--- src/hdl/kf9_pkg.sv ---
// package with kasumi tables, subkey and round functions for the f9 mac
`timescale 1ns / 1ps
package kf9_pkg;

  typedef struct packed {
    logic        load_init;
    logic        load_pad;
    logic        load_extra;
    logic        load_final;
    logic        run;
    logic        chain_done;
    logic        clear;
  } ctrl_t;

  localparam logic [63:0] KeyMod = 64'hAAAAAAAAAAAAAAAA;

  typedef logic [15:0] word16_t;
  typedef word16_t [7:0] keyvec_t;

  function automatic logic [6:0] sbox7_f(input logic [6:0] x);
    logic [6:0] r;
    case (x)
      7'd0: r = 7'd54; 7'd1: r = 7'd50; 7'd2: r = 7'd62; 7'd3: r = 7'd56;
      7'd4: r = 7'd22; 7'd5: r = 7'd34; 7'd6: r = 7'd94; 7'd7: r = 7'd96;
      7'd8: r = 7'd38; 7'd9: r = 7'd6; 7'd10: r = 7'd63; 7'd11: r = 7'd93;
      7'd12: r = 7'd2; 7'd13: r = 7'd18; 7'd14: r = 7'd123; 7'd15: r = 7'd33;
      7'd16: r = 7'd55; 7'd17: r = 7'd113; 7'd18: r = 7'd39; 7'd19: r = 7'd114;
      7'd20: r = 7'd21; 7'd21: r = 7'd67; 7'd22: r = 7'd65; 7'd23: r = 7'd12;
      7'd24: r = 7'd47; 7'd25: r = 7'd73; 7'd26: r = 7'd46; 7'd27: r = 7'd27;
      7'd28: r = 7'd25; 7'd29: r = 7'd111; 7'd30: r = 7'd124; 7'd31: r = 7'd81;
      7'd32: r = 7'd53; 7'd33: r = 7'd9; 7'd34: r = 7'd121; 7'd35: r = 7'd79;
      7'd36: r = 7'd52; 7'd37: r = 7'd60; 7'd38: r = 7'd58; 7'd39: r = 7'd48;
      7'd40: r = 7'd101; 7'd41: r = 7'd127; 7'd42: r = 7'd40; 7'd43: r = 7'd120;
      7'd44: r = 7'd104; 7'd45: r = 7'd70; 7'd46: r = 7'd71; 7'd47: r = 7'd43;
      7'd48: r = 7'd20; 7'd49: r = 7'd122; 7'd50: r = 7'd72; 7'd51: r = 7'd61;
      7'd52: r = 7'd23; 7'd53: r = 7'd109; 7'd54: r = 7'd13; 7'd55: r = 7'd100;
      7'd56: r = 7'd77; 7'd57: r = 7'd1; 7'd58: r = 7'd16; 7'd59: r = 7'd7;
      7'd60: r = 7'd82; 7'd61: r = 7'd10; 7'd62: r = 7'd105; 7'd63: r = 7'd98;
      7'd64: r = 7'd117; 7'd65: r = 7'd116; 7'd66: r = 7'd76; 7'd67: r = 7'd11;
      7'd68: r = 7'd89; 7'd69: r = 7'd106; 7'd70: r = 7'd0; 7'd71: r = 7'd125;
      7'd72: r = 7'd118; 7'd73: r = 7'd99; 7'd74: r = 7'd86; 7'd75: r = 7'd69;
      7'd76: r = 7'd30; 7'd77: r = 7'd57; 7'd78: r = 7'd126; 7'd79: r = 7'd87;
      7'd80: r = 7'd112; 7'd81: r = 7'd51; 7'd82: r = 7'd17; 7'd83: r = 7'd5;
      7'd84: r = 7'd95; 7'd85: r = 7'd14; 7'd86: r = 7'd90; 7'd87: r = 7'd84;
      7'd88: r = 7'd91; 7'd89: r = 7'd8; 7'd90: r = 7'd35; 7'd91: r = 7'd103;
      7'd92: r = 7'd32; 7'd93: r = 7'd97; 7'd94: r = 7'd28; 7'd95: r = 7'd66;
      7'd96: r = 7'd102; 7'd97: r = 7'd31; 7'd98: r = 7'd26; 7'd99: r = 7'd45;
      7'd100: r = 7'd75; 7'd101: r = 7'd4; 7'd102: r = 7'd85; 7'd103: r = 7'd92;
      7'd104: r = 7'd37; 7'd105: r = 7'd74; 7'd106: r = 7'd80; 7'd107: r = 7'd49;
      7'd108: r = 7'd68; 7'd109: r = 7'd29; 7'd110: r = 7'd115; 7'd111: r = 7'd44;
      7'd112: r = 7'd64; 7'd113: r = 7'd107; 7'd114: r = 7'd108; 7'd115: r = 7'd24;
      7'd116: r = 7'd110; 7'd117: r = 7'd83; 7'd118: r = 7'd36; 7'd119: r = 7'd78;
      7'd120: r = 7'd42; 7'd121: r = 7'd19; 7'd122: r = 7'd15; 7'd123: r = 7'd41;
      7'd124: r = 7'd88; 7'd125: r = 7'd119; 7'd126: r = 7'd59; default: r = 7'd3;
    endcase
    return r;
  endfunction

  localparam logic [8:0] SBOX9 [512] = '{
    9'd167,9'd239,9'd161,9'd379,9'd391,9'd334,9'd9,9'd338,
    9'd38,9'd226,9'd48,9'd358,9'd452,9'd385,9'd90,9'd397,
    9'd183,9'd253,9'd147,9'd331,9'd415,9'd340,9'd51,9'd362,
    9'd306,9'd500,9'd262,9'd82,9'd216,9'd159,9'd356,9'd177,
    9'd175,9'd241,9'd489,9'd37,9'd206,9'd17,9'd0,9'd333,
    9'd44,9'd254,9'd378,9'd58,9'd143,9'd220,9'd81,9'd400,
    9'd95,9'd3,9'd315,9'd245,9'd54,9'd235,9'd218,9'd405,
    9'd472,9'd264,9'd172,9'd494,9'd371,9'd290,9'd399,9'd76,
    9'd165,9'd197,9'd395,9'd121,9'd257,9'd480,9'd423,9'd212,
    9'd240,9'd28,9'd462,9'd176,9'd406,9'd507,9'd288,9'd223,
    9'd501,9'd407,9'd249,9'd265,9'd89,9'd186,9'd221,9'd428,
    9'd164,9'd74,9'd440,9'd196,9'd458,9'd421,9'd350,9'd163,
    9'd232,9'd158,9'd134,9'd354,9'd13,9'd250,9'd491,9'd142,
    9'd191,9'd69,9'd193,9'd425,9'd152,9'd227,9'd366,9'd135,
    9'd344,9'd300,9'd276,9'd242,9'd437,9'd320,9'd113,9'd278,
    9'd11,9'd243,9'd87,9'd317,9'd36,9'd93,9'd496,9'd27,
    9'd487,9'd446,9'd482,9'd41,9'd68,9'd156,9'd457,9'd131,
    9'd326,9'd403,9'd339,9'd20,9'd39,9'd115,9'd442,9'd124,
    9'd475,9'd384,9'd508,9'd53,9'd112,9'd170,9'd479,9'd151,
    9'd126,9'd169,9'd73,9'd268,9'd279,9'd321,9'd168,9'd364,
    9'd363,9'd292,9'd46,9'd499,9'd393,9'd327,9'd324,9'd24,
    9'd456,9'd267,9'd157,9'd460,9'd488,9'd426,9'd309,9'd229,
    9'd439,9'd506,9'd208,9'd271,9'd349,9'd401,9'd434,9'd236,
    9'd16,9'd209,9'd359,9'd52,9'd56,9'd120,9'd199,9'd277,
    9'd465,9'd416,9'd252,9'd287,9'd246,9'd6,9'd83,9'd305,
    9'd420,9'd345,9'd153,9'd502,9'd65,9'd61,9'd244,9'd282,
    9'd173,9'd222,9'd418,9'd67,9'd386,9'd368,9'd261,9'd101,
    9'd476,9'd291,9'd195,9'd430,9'd49,9'd79,9'd166,9'd330,
    9'd280,9'd383,9'd373,9'd128,9'd382,9'd408,9'd155,9'd495,
    9'd367,9'd388,9'd274,9'd107,9'd459,9'd417,9'd62,9'd454,
    9'd132,9'd225,9'd203,9'd316,9'd234,9'd14,9'd301,9'd91,
    9'd503,9'd286,9'd424,9'd211,9'd347,9'd307,9'd140,9'd374,
    9'd35,9'd103,9'd125,9'd427,9'd19,9'd214,9'd453,9'd146,
    9'd498,9'd314,9'd444,9'd230,9'd256,9'd329,9'd198,9'd285,
    9'd50,9'd116,9'd78,9'd410,9'd10,9'd205,9'd510,9'd171,
    9'd231,9'd45,9'd139,9'd467,9'd29,9'd86,9'd505,9'd32,
    9'd72,9'd26,9'd342,9'd150,9'd313,9'd490,9'd431,9'd238,
    9'd411,9'd325,9'd149,9'd473,9'd40,9'd119,9'd174,9'd355,
    9'd185,9'd233,9'd389,9'd71,9'd448,9'd273,9'd372,9'd55,
    9'd110,9'd178,9'd322,9'd12,9'd469,9'd392,9'd369,9'd190,
    9'd1,9'd109,9'd375,9'd137,9'd181,9'd88,9'd75,9'd308,
    9'd260,9'd484,9'd98,9'd272,9'd370,9'd275,9'd412,9'd111,
    9'd336,9'd318,9'd4,9'd504,9'd492,9'd259,9'd304,9'd77,
    9'd337,9'd435,9'd21,9'd357,9'd303,9'd332,9'd483,9'd18,
    9'd47,9'd85,9'd25,9'd497,9'd474,9'd289,9'd100,9'd269,
    9'd296,9'd478,9'd270,9'd106,9'd31,9'd104,9'd433,9'd84,
    9'd414,9'd486,9'd394,9'd96,9'd99,9'd154,9'd511,9'd148,
    9'd413,9'd361,9'd409,9'd255,9'd162,9'd215,9'd302,9'd201,
    9'd266,9'd351,9'd343,9'd144,9'd441,9'd365,9'd108,9'd298,
    9'd251,9'd34,9'd182,9'd509,9'd138,9'd210,9'd335,9'd133,
    9'd311,9'd352,9'd328,9'd141,9'd396,9'd346,9'd123,9'd319,
    9'd450,9'd281,9'd429,9'd228,9'd443,9'd481,9'd92,9'd404,
    9'd485,9'd422,9'd248,9'd297,9'd23,9'd213,9'd130,9'd466,
    9'd22,9'd217,9'd283,9'd70,9'd294,9'd360,9'd419,9'd127,
    9'd312,9'd377,9'd7,9'd468,9'd194,9'd2,9'd117,9'd295,
    9'd463,9'd258,9'd224,9'd447,9'd247,9'd187,9'd80,9'd398,
    9'd284,9'd353,9'd105,9'd390,9'd299,9'd471,9'd470,9'd184,
    9'd57,9'd200,9'd348,9'd63,9'd204,9'd188,9'd33,9'd451,
    9'd97,9'd30,9'd310,9'd219,9'd94,9'd160,9'd129,9'd493,
    9'd64,9'd179,9'd263,9'd102,9'd189,9'd207,9'd114,9'd402,
    9'd438,9'd477,9'd387,9'd122,9'd192,9'd42,9'd381,9'd5,
    9'd145,9'd118,9'd180,9'd449,9'd293,9'd323,9'd136,9'd380,
    9'd43,9'd66,9'd60,9'd455,9'd341,9'd445,9'd202,9'd432,
    9'd8,9'd237,9'd15,9'd376,9'd436,9'd464,9'd59,9'd461};

  localparam logic [15:0] KCONST [8] = '{
    16'h0123, 16'h4567, 16'h89AB, 16'hCDEF, 16'hFEDC, 16'hBA98, 16'h7654, 16'h3210};

  function automatic logic [15:0] rot16(input logic [15:0] x, input int s);
    return (x << s) | (x >> (16 - s));
  endfunction

  function automatic logic [15:0] fi_f(input logic [15:0] x, input logic [15:0] key);
    logic [8:0] nine;
    logic [6:0] seven;
    nine  = x[15:7];
    seven = x[6:0];
    nine  = SBOX9[nine] ^ {2'b00, seven};
    seven = sbox7_f(seven) ^ nine[6:0];
    seven = seven ^ key[15:9];
    nine  = nine ^ key[8:0];
    nine  = SBOX9[nine] ^ {2'b00, seven};
    seven = sbox7_f(seven) ^ nine[6:0];
    return {seven, nine};
  endfunction

  // fo function: subkey index i from the key words k
  function automatic logic [31:0] fo_f(input logic [31:0] x, input keyvec_t k,
                                       input logic [2:0] i);
    logic [15:0] l;
    logic [15:0] r;
    logic [15:0] ko1, ko2, ko3, ki1, ki2, ki3;
    ko1 = rot16(k[i + 3'd1], 5);
    ko2 = rot16(k[i + 3'd5], 8);
    ko3 = rot16(k[i + 3'd6], 13);
    ki1 = k[i + 3'd4] ^ KCONST[i + 3'd4];
    ki2 = k[i + 3'd3] ^ KCONST[i + 3'd3];
    ki3 = k[i + 3'd7] ^ KCONST[i + 3'd7];
    l = x[31:16];
    r = x[15:0];
    l = fi_f(l ^ ko1, ki1) ^ r;
    r = fi_f(r ^ ko2, ki2) ^ l;
    l = fi_f(l ^ ko3, ki3) ^ r;
    return {r, l};
  endfunction

  function automatic logic [31:0] fl_f(input logic [31:0] x, input keyvec_t k,
                                       input logic [2:0] i);
    logic [15:0] l;
    logic [15:0] r;
    logic [15:0] kl1, kl2;
    kl1 = rot16(k[i], 1);
    kl2 = k[i + 3'd2] ^ KCONST[i + 3'd2];
    l = x[31:16];
    r = x[15:0];
    r = r ^ rot16(l & kl1, 1);
    l = l ^ rot16(r | kl2, 1);
    return {l, r};
  endfunction

endpackage

--- src/hdl/kf9_ctrl.sv ---
// controller state machine sequencing kasumi runs for the f9 mac
`timescale 1ns / 1ps
module kf9_ctrl (
  input  logic           clk_i,
  input  logic           rst_ni,
  input  logic           in_valid_i,
  input  logic           last_i,
  input  logic [6:0]     valid_bits_i,
  input  logic           out_ready_i,
  output logic           in_ready_o,
  output logic           out_valid_o,
  output kf9_pkg::ctrl_t ctrl_o
);
  localparam logic [2:0] S_IDLE  = 3'd0;
  localparam logic [2:0] S_INIT  = 3'd1;
  localparam logic [2:0] S_BLK   = 3'd2;
  localparam logic [2:0] S_PAD   = 3'd3;
  localparam logic [2:0] S_EXTRA = 3'd4;
  localparam logic [2:0] S_FIN   = 3'd5;
  localparam logic [2:0] S_OUT   = 3'd6;

  logic [2:0] state_q, state_d;
  logic [2:0] rnd_q, rnd_d;
  logic       inmsg_q, inmsg_d;
  logic       last_q, last_d;
  logic [6:0] vb_q, vb_d;
  logic       acc;
  logic       rdone;

  assign in_ready_o  = (state_q == S_IDLE);
  assign out_valid_o = (state_q == S_OUT);
  assign acc         = in_valid_i && in_ready_o;
  assign rdone       = (rnd_q == 3'd7);

  always_comb begin
    state_d = state_q;
    rnd_d   = rnd_q;
    inmsg_d = inmsg_q;
    last_d  = last_q;
    vb_d    = vb_q;
    ctrl_o  = '0;
    unique case (state_q)
      S_IDLE: begin
        if (acc) begin
          last_d = last_i;
          vb_d   = valid_bits_i;
          rnd_d  = 3'd0;
          if (!inmsg_q) begin
            ctrl_o.load_init = 1'b1;
            state_d = S_INIT;
          end else if (last_i && !valid_bits_i[6]) begin
            ctrl_o.load_pad = 1'b1;
            state_d = S_PAD;
          end else begin
            state_d = S_BLK;
          end
        end
      end
      S_INIT, S_BLK, S_PAD, S_EXTRA, S_FIN: begin
        ctrl_o.run = 1'b1;
        rnd_d = rnd_q + 3'd1;
        if (rdone) begin
          rnd_d = 3'd0;
          if (state_q != S_FIN) ctrl_o.chain_done = 1'b1;
          unique case (state_q)
            S_INIT: begin
              inmsg_d = 1'b1;
              if (last_q && !vb_q[6]) begin
                ctrl_o.load_pad = 1'b1;
                state_d = S_PAD;
              end else begin
                state_d = S_BLK;
              end
            end
            S_BLK: begin
              if (last_q) begin
                vb_d = 7'd0;
                ctrl_o.load_pad = 1'b1;
                state_d = S_PAD;
              end else begin
                state_d = S_IDLE;
              end
            end
            S_PAD: begin
              if (vb_q == 7'd63) begin
                ctrl_o.load_extra = 1'b1;
                state_d = S_EXTRA;
              end else begin
                ctrl_o.load_final = 1'b1;
                state_d = S_FIN;
              end
            end
            S_EXTRA: begin
              ctrl_o.load_final = 1'b1;
              state_d = S_FIN;
            end
            default: state_d = S_OUT;
          endcase
        end
      end
      S_OUT: begin
        if (out_ready_i) begin
          ctrl_o.clear = 1'b1;
          inmsg_d = 1'b0;
          state_d = S_IDLE;
        end
      end
      default: state_d = S_IDLE;
    endcase
  end

  always_ff @(posedge clk_i or negedge rst_ni) begin
    if (!rst_ni) begin
      state_q <= S_IDLE;
      rnd_q   <= '0;
      inmsg_q <= 1'b0;
      last_q  <= 1'b0;
      vb_q    <= '0;
    end else begin
      state_q <= state_d;
      rnd_q   <= rnd_d;
      inmsg_q <= inmsg_d;
      last_q  <= last_d;
      vb_q    <= vb_d;
    end
  end

  assert property (@(posedge clk_i) disable iff (!rst_ni) !(in_ready_o && out_valid_o))
    else $error("ready while result pending");
  assert property (@(posedge clk_i) disable iff (!rst_ni)
    (state_q == S_IDLE) |-> (rnd_q == 3'd0))
    else $error("round counter not parked");
  assert property (@(posedge clk_i) disable iff (!rst_ni)
    $rose(out_valid_o) |-> $past(state_q) == S_FIN)
    else $error("result without final cipher");
endmodule

--- config.mk ---
export PLATFORM = sky130hd
export DESIGN_NAME = kf9_ctrl
export DESIGN_NICKNAME = d
export VERILOG_FILES = /design/src/hdl/kf9_pkg.sv /design/src/hdl/kf9_ctrl.sv
export SDC_FILE = /design/constraint.sdc
export NUM_CORES = 1
export LEC_CHECK = 0
export ABC_AREA = 1
export ABC_CLOCK_PERIOD_IN_PS = 1400
export BUFFER_PORTS_ARGS = -buffer_cell sky130_fd_sc_hd__buf_2
export CORE_MARGIN = 5
export CORE_UTILIZATION = 47
export CTS_BUF_LIST = sky130_fd_sc_hd__clkbuf_16
export CTS_CLUSTER_SIZE = 20
export DETAILED_ROUTE_END_ITERATION = 10
export PLACE_DENSITY = 0.74
export SYNTH_ARGS = -nofsm -noshare
export SYNTH_HDL_FRONTEND = slang
export SYNTH_SLANG_ARGS = --single-unit
--- constraint.sdc ---
create_clock -name clk_i -period 1.4 [get_ports clk_i]
set_input_delay 0.21 -clock clk_i [delete_from_list [all_inputs] [get_ports clk_i]]
set_output_delay 0.21 -clock clk_i [all_outputs]
set_load 0.1 [all_outputs]
==> impl_metrics.json <==
{
  "status": "complete, but fails checks",
  "violations": "negative setup slack",
  "fin_nets": 182,
  "synth_edf_count": 0,
  "worstReg2RegEnd": "state_q[1]",
  "async_flop_share_pct": 100,
  "rows": 16,
  "synth.most_common_cell": "nand2_1",
  "grt_pass1_wl_mm": 4.80,
  "ys_warn_count": 0,
  "fill_cells": 100,
  "synth_top_area_share_pct": 41.0,
  "grt_setup_unrepaired": "true",
  "power.switching_mw": 2.13,
  "worstReg2RegStart": "state_q[0]",
  "die_h_um": 54.1,
  "post-route-period-util_pct": 127,
  "synthCells": 119,
  "grtUsageTotal_pct": 24.2,
  "p_clk_share_pct": 13.1,
  "power.density_nw_per_um2": 2690,
  "die_area_um2": 2930,
  "numPlacedInstances": 178,
  "finalWirelength_mm": 3.09,
  "power_frac_seq_pct": 18.6,
  "portBuffers": 20,
  "synthToLayoutAreaGrowth_pct": 79.8,
  "syn_nets": 133,
  "synth_ff_type": "dfrtp_1",
  "min_from": "valid_bits_i[0]",
  "final_cells": 194,
  "fp.coreArea_um2": 1900,
  "intPower_mw": 2.28,
  "cts.clk_slew.worst_paths_ns": 0.05,
  "synthTopCellsByArea": "dfrtp_1 (41%), nand2_1 (19%), nor2_1 (3.7%)",
  "clock_latency_ns": 0.25,
  "synth_largest_area_cell": "dfrtp_1",
  "drive_gt1_share_pct": 50.3,
  "placed_cell_area_um2": 1390,
  "hold_end": "vb_q[0]",
  "ys_ff_latch": 15,
  "ios": 21,
  "reg2regPathDepth": 9,
  "htreeDepth": 1,
  "initial_utilization_pct": 48.1,
  "maxCapViolCount": 0,
  "path_class": "register to output port",
  "gp_congestion": 0.853,
  "fin_crit_ns": 1.78,
  "cts_tree": "built",
  "cts-root-buf": "clkbuf_16",
  "overflow": 0,
  "postRouteAntennaNets": 0,
  "setup_violations": 23,
  "syn_area_um2": 915,
  "synth_cell_types": 23,
  "stdcell_area_um2": 1640,
  "comb_power_share_pct": 68.3,
  "peakVddDrop_uv": 2120,
  "yosysSeqAreaShare_pct": 41.0,
  "arrival_ns": 1.57,
  "avgRoutedWirePerCell_um": 15.9,
  "drcViolationCount": 0,
  "antenna_cells": 0,
  "rrSetupSlack_ns": -0.26,
  "cp-end-kind": "output port",
  "antenna_found_initial": 0,
  "clkSinkCount": 15,
  "final-hold-violation-count": 0,
  "viasPerCell": 5.21,
  "drt_iter0_markers": 13,
  "multiInputGateArea_um2": 612,
  "num_vias": 1011,
  "holdPathStages": 3,
  "avgSynthCellArea_um2": 7.69,
  "setup_tns_ns": -4.45,
  "setup_slack_ns": -0.375,
  "drtPass1Iterations": 4,
  "p_sw_share_pct": 48.3,
  "tightest_slew_ns": 0.358,
  "cts_max_path_buffers": 2,
  "drv_slew": 0,
  "leakage_nw": 0.808,
  "skew_ns": 0.00279,
  "ys_top_cells_by_count": "nand2_1 (47), dfrtp_1 (15), nor2_1 (9)",
  "regArea_um2": 379,
  "fmax_ghz": 0.563,
  "die_width_um": 54.1,
  "slew_headroom_pct": 76.1,
  "grt_pass1_vias": 982,
  "post-dp-hpwl_mm": 1.85,
  "cp_max_fo": 7,
  "cp-start-kind": "register",
  "fin_util_pct": 86.4,
  "grt_max_degree": 16,
  "cp.required_ns": 1.19,
  "hold_path_class": "primary input to register",
  "numCtsBuffers": 3
}
-- through the flow --
stage | worst slack, ns | power (mW) | hold WS (ns)
final | -0.375 | 4.42 | 0.154
after global routing | -0.418 | 4.65 | 0.162
after CTS | -0.355 | 4.13 | 0.157
after detailed placement | -0.141 | 3.20 | 0.135
after global placement | -0.0906 | 3.14 | 0.133
after floorplan | -0.616 | 2.39 | -0.0856
-- per-layer routing --
layer	GRT usage (%)	vias up	part of all wire (%)
met5	0	-	0
li1	-	483	-
met3	4.16	9	4.2
met1	29.2	479	41
met2	40.3	40	51
met4	14.1	0	3.5
-- sequential cells by signal, summed over array words and instances, names as in the netlist --
| signal | flops |
|---|---|
| inmsg_q | 1 |
| rnd_q | 3 |
| vb_q | 7 |
| state_q | 3 |
| last_q | 1 |
-- cell type report --
type | instances | share of cell area (%)
clock buffers | 3 | 4.57
well taps | 27 | 2.05
repair buffers | 46 | 28.5
flip-flops and latches | 15 | 23.1
multi-input cells | 90 | 37.2
inverters | 12 | 4.41
clock inverters | 1 | 0.228
-- cell usage in the layout, fill, tap and decap left out --
master / Yosys / final
a21oi_1: 2 / 2
a22o_1: 1 / 1
buf_12: 0 / 10
buf_2: 0 / 11
buf_4: 1 / 19
buf_6: 1 / 4
buf_8: 0 / 1
clkbuf_16: 0 / 3
dfrtp_1: 15 / 12
dfrtp_2: 0 / 3
dlygate4sd3_1: 0 / 1
ha_2: 0 / 1
ha_4: 0 / 1
inv_1: 6 / 6
inv_12: 0 / 1
inv_2: 6 / 2
inv_4: 0 / 2
inv_6: 0 / 2
nand2_1: 47 / 42
nand2_2: 3 / 3
nand2_4: 0 / 4
nand2_8: 0 / 1
nand3_1: 5 / 4
nand3_2: 2 / 3
nand3_4: 1 / 1
nand3b_1: 1 / 1
nand4_1: 5 / 5
nor2_1: 9 / 6
nor2_2: 1 / 1
nor2_4: 2 / 5
nor3_4: 0 / 3
o21ai_0: 3 / 2
o21ai_1: 0 / 1
o21ai_4: 1 / 1
o21bai_4: 1 / 1
o31ai_4: 0 / 1
-- kinds of logic after synthesis --
kind of cell | Yosys count | synth area share [%]
buf+inv | 14 | 6.98
compound gates | 9 | 8.35
fa+ha+maj | 2 | 2.74
simple gates | 79 | 40.9
flops | 15 | 41.0
-- power by group through the flow --
stage / clock (mW) / combinational [mW] / sequential (mW)
global placement: 0 / 2.36 / 0.784
floorplan: 0 / 1.68 / 0.710
CTS: 0.585 / 2.74 / 0.805
finish: 0.579 / 3.02 / 0.824
global route: 0.596 / 3.21 / 0.848
detailed placement: 0 / 2.40 / 0.798
-- worst max path at each step --
stage               slack (ns)         end       start  cells past startpoint
global route             -0.42   ctrl_o[5]  state_q[0]                      6
CTS                      -0.35   ctrl_o[5]  state_q[1]                      6
global placement         -0.09   ctrl_o[5]  state_q[0]                      6
finish                   -0.38   ctrl_o[1]  state_q[0]                      6
detailed placement       -0.14  state_q[0]  state_q[1]                      8
floorplan                -0.62   ctrl_o[5]  state_q[0]                      6
-- worst max-delay path: stages, from the launching register on --
cell,delay [ns]
dfrtp_2,0.47
buf_4,0.17
nand3_2,0.10
nand3_4,0.10
nor2_4,0.24
nor2_4,0.06
buf_12,0.17
-- repair_timing --
action / CTS / global route
endpoints found under the setup margin: 22 / 23
gates cloned: 0 / 0
pin swaps: 8 / 8
gates resized for setup: 18 / 7
endpoints found under the hold margin: 15 / 0
hold buffers: 1 / 0
buffers inserted: 6 / 6
Note: power is estimated with default switching activity, not from simulation.
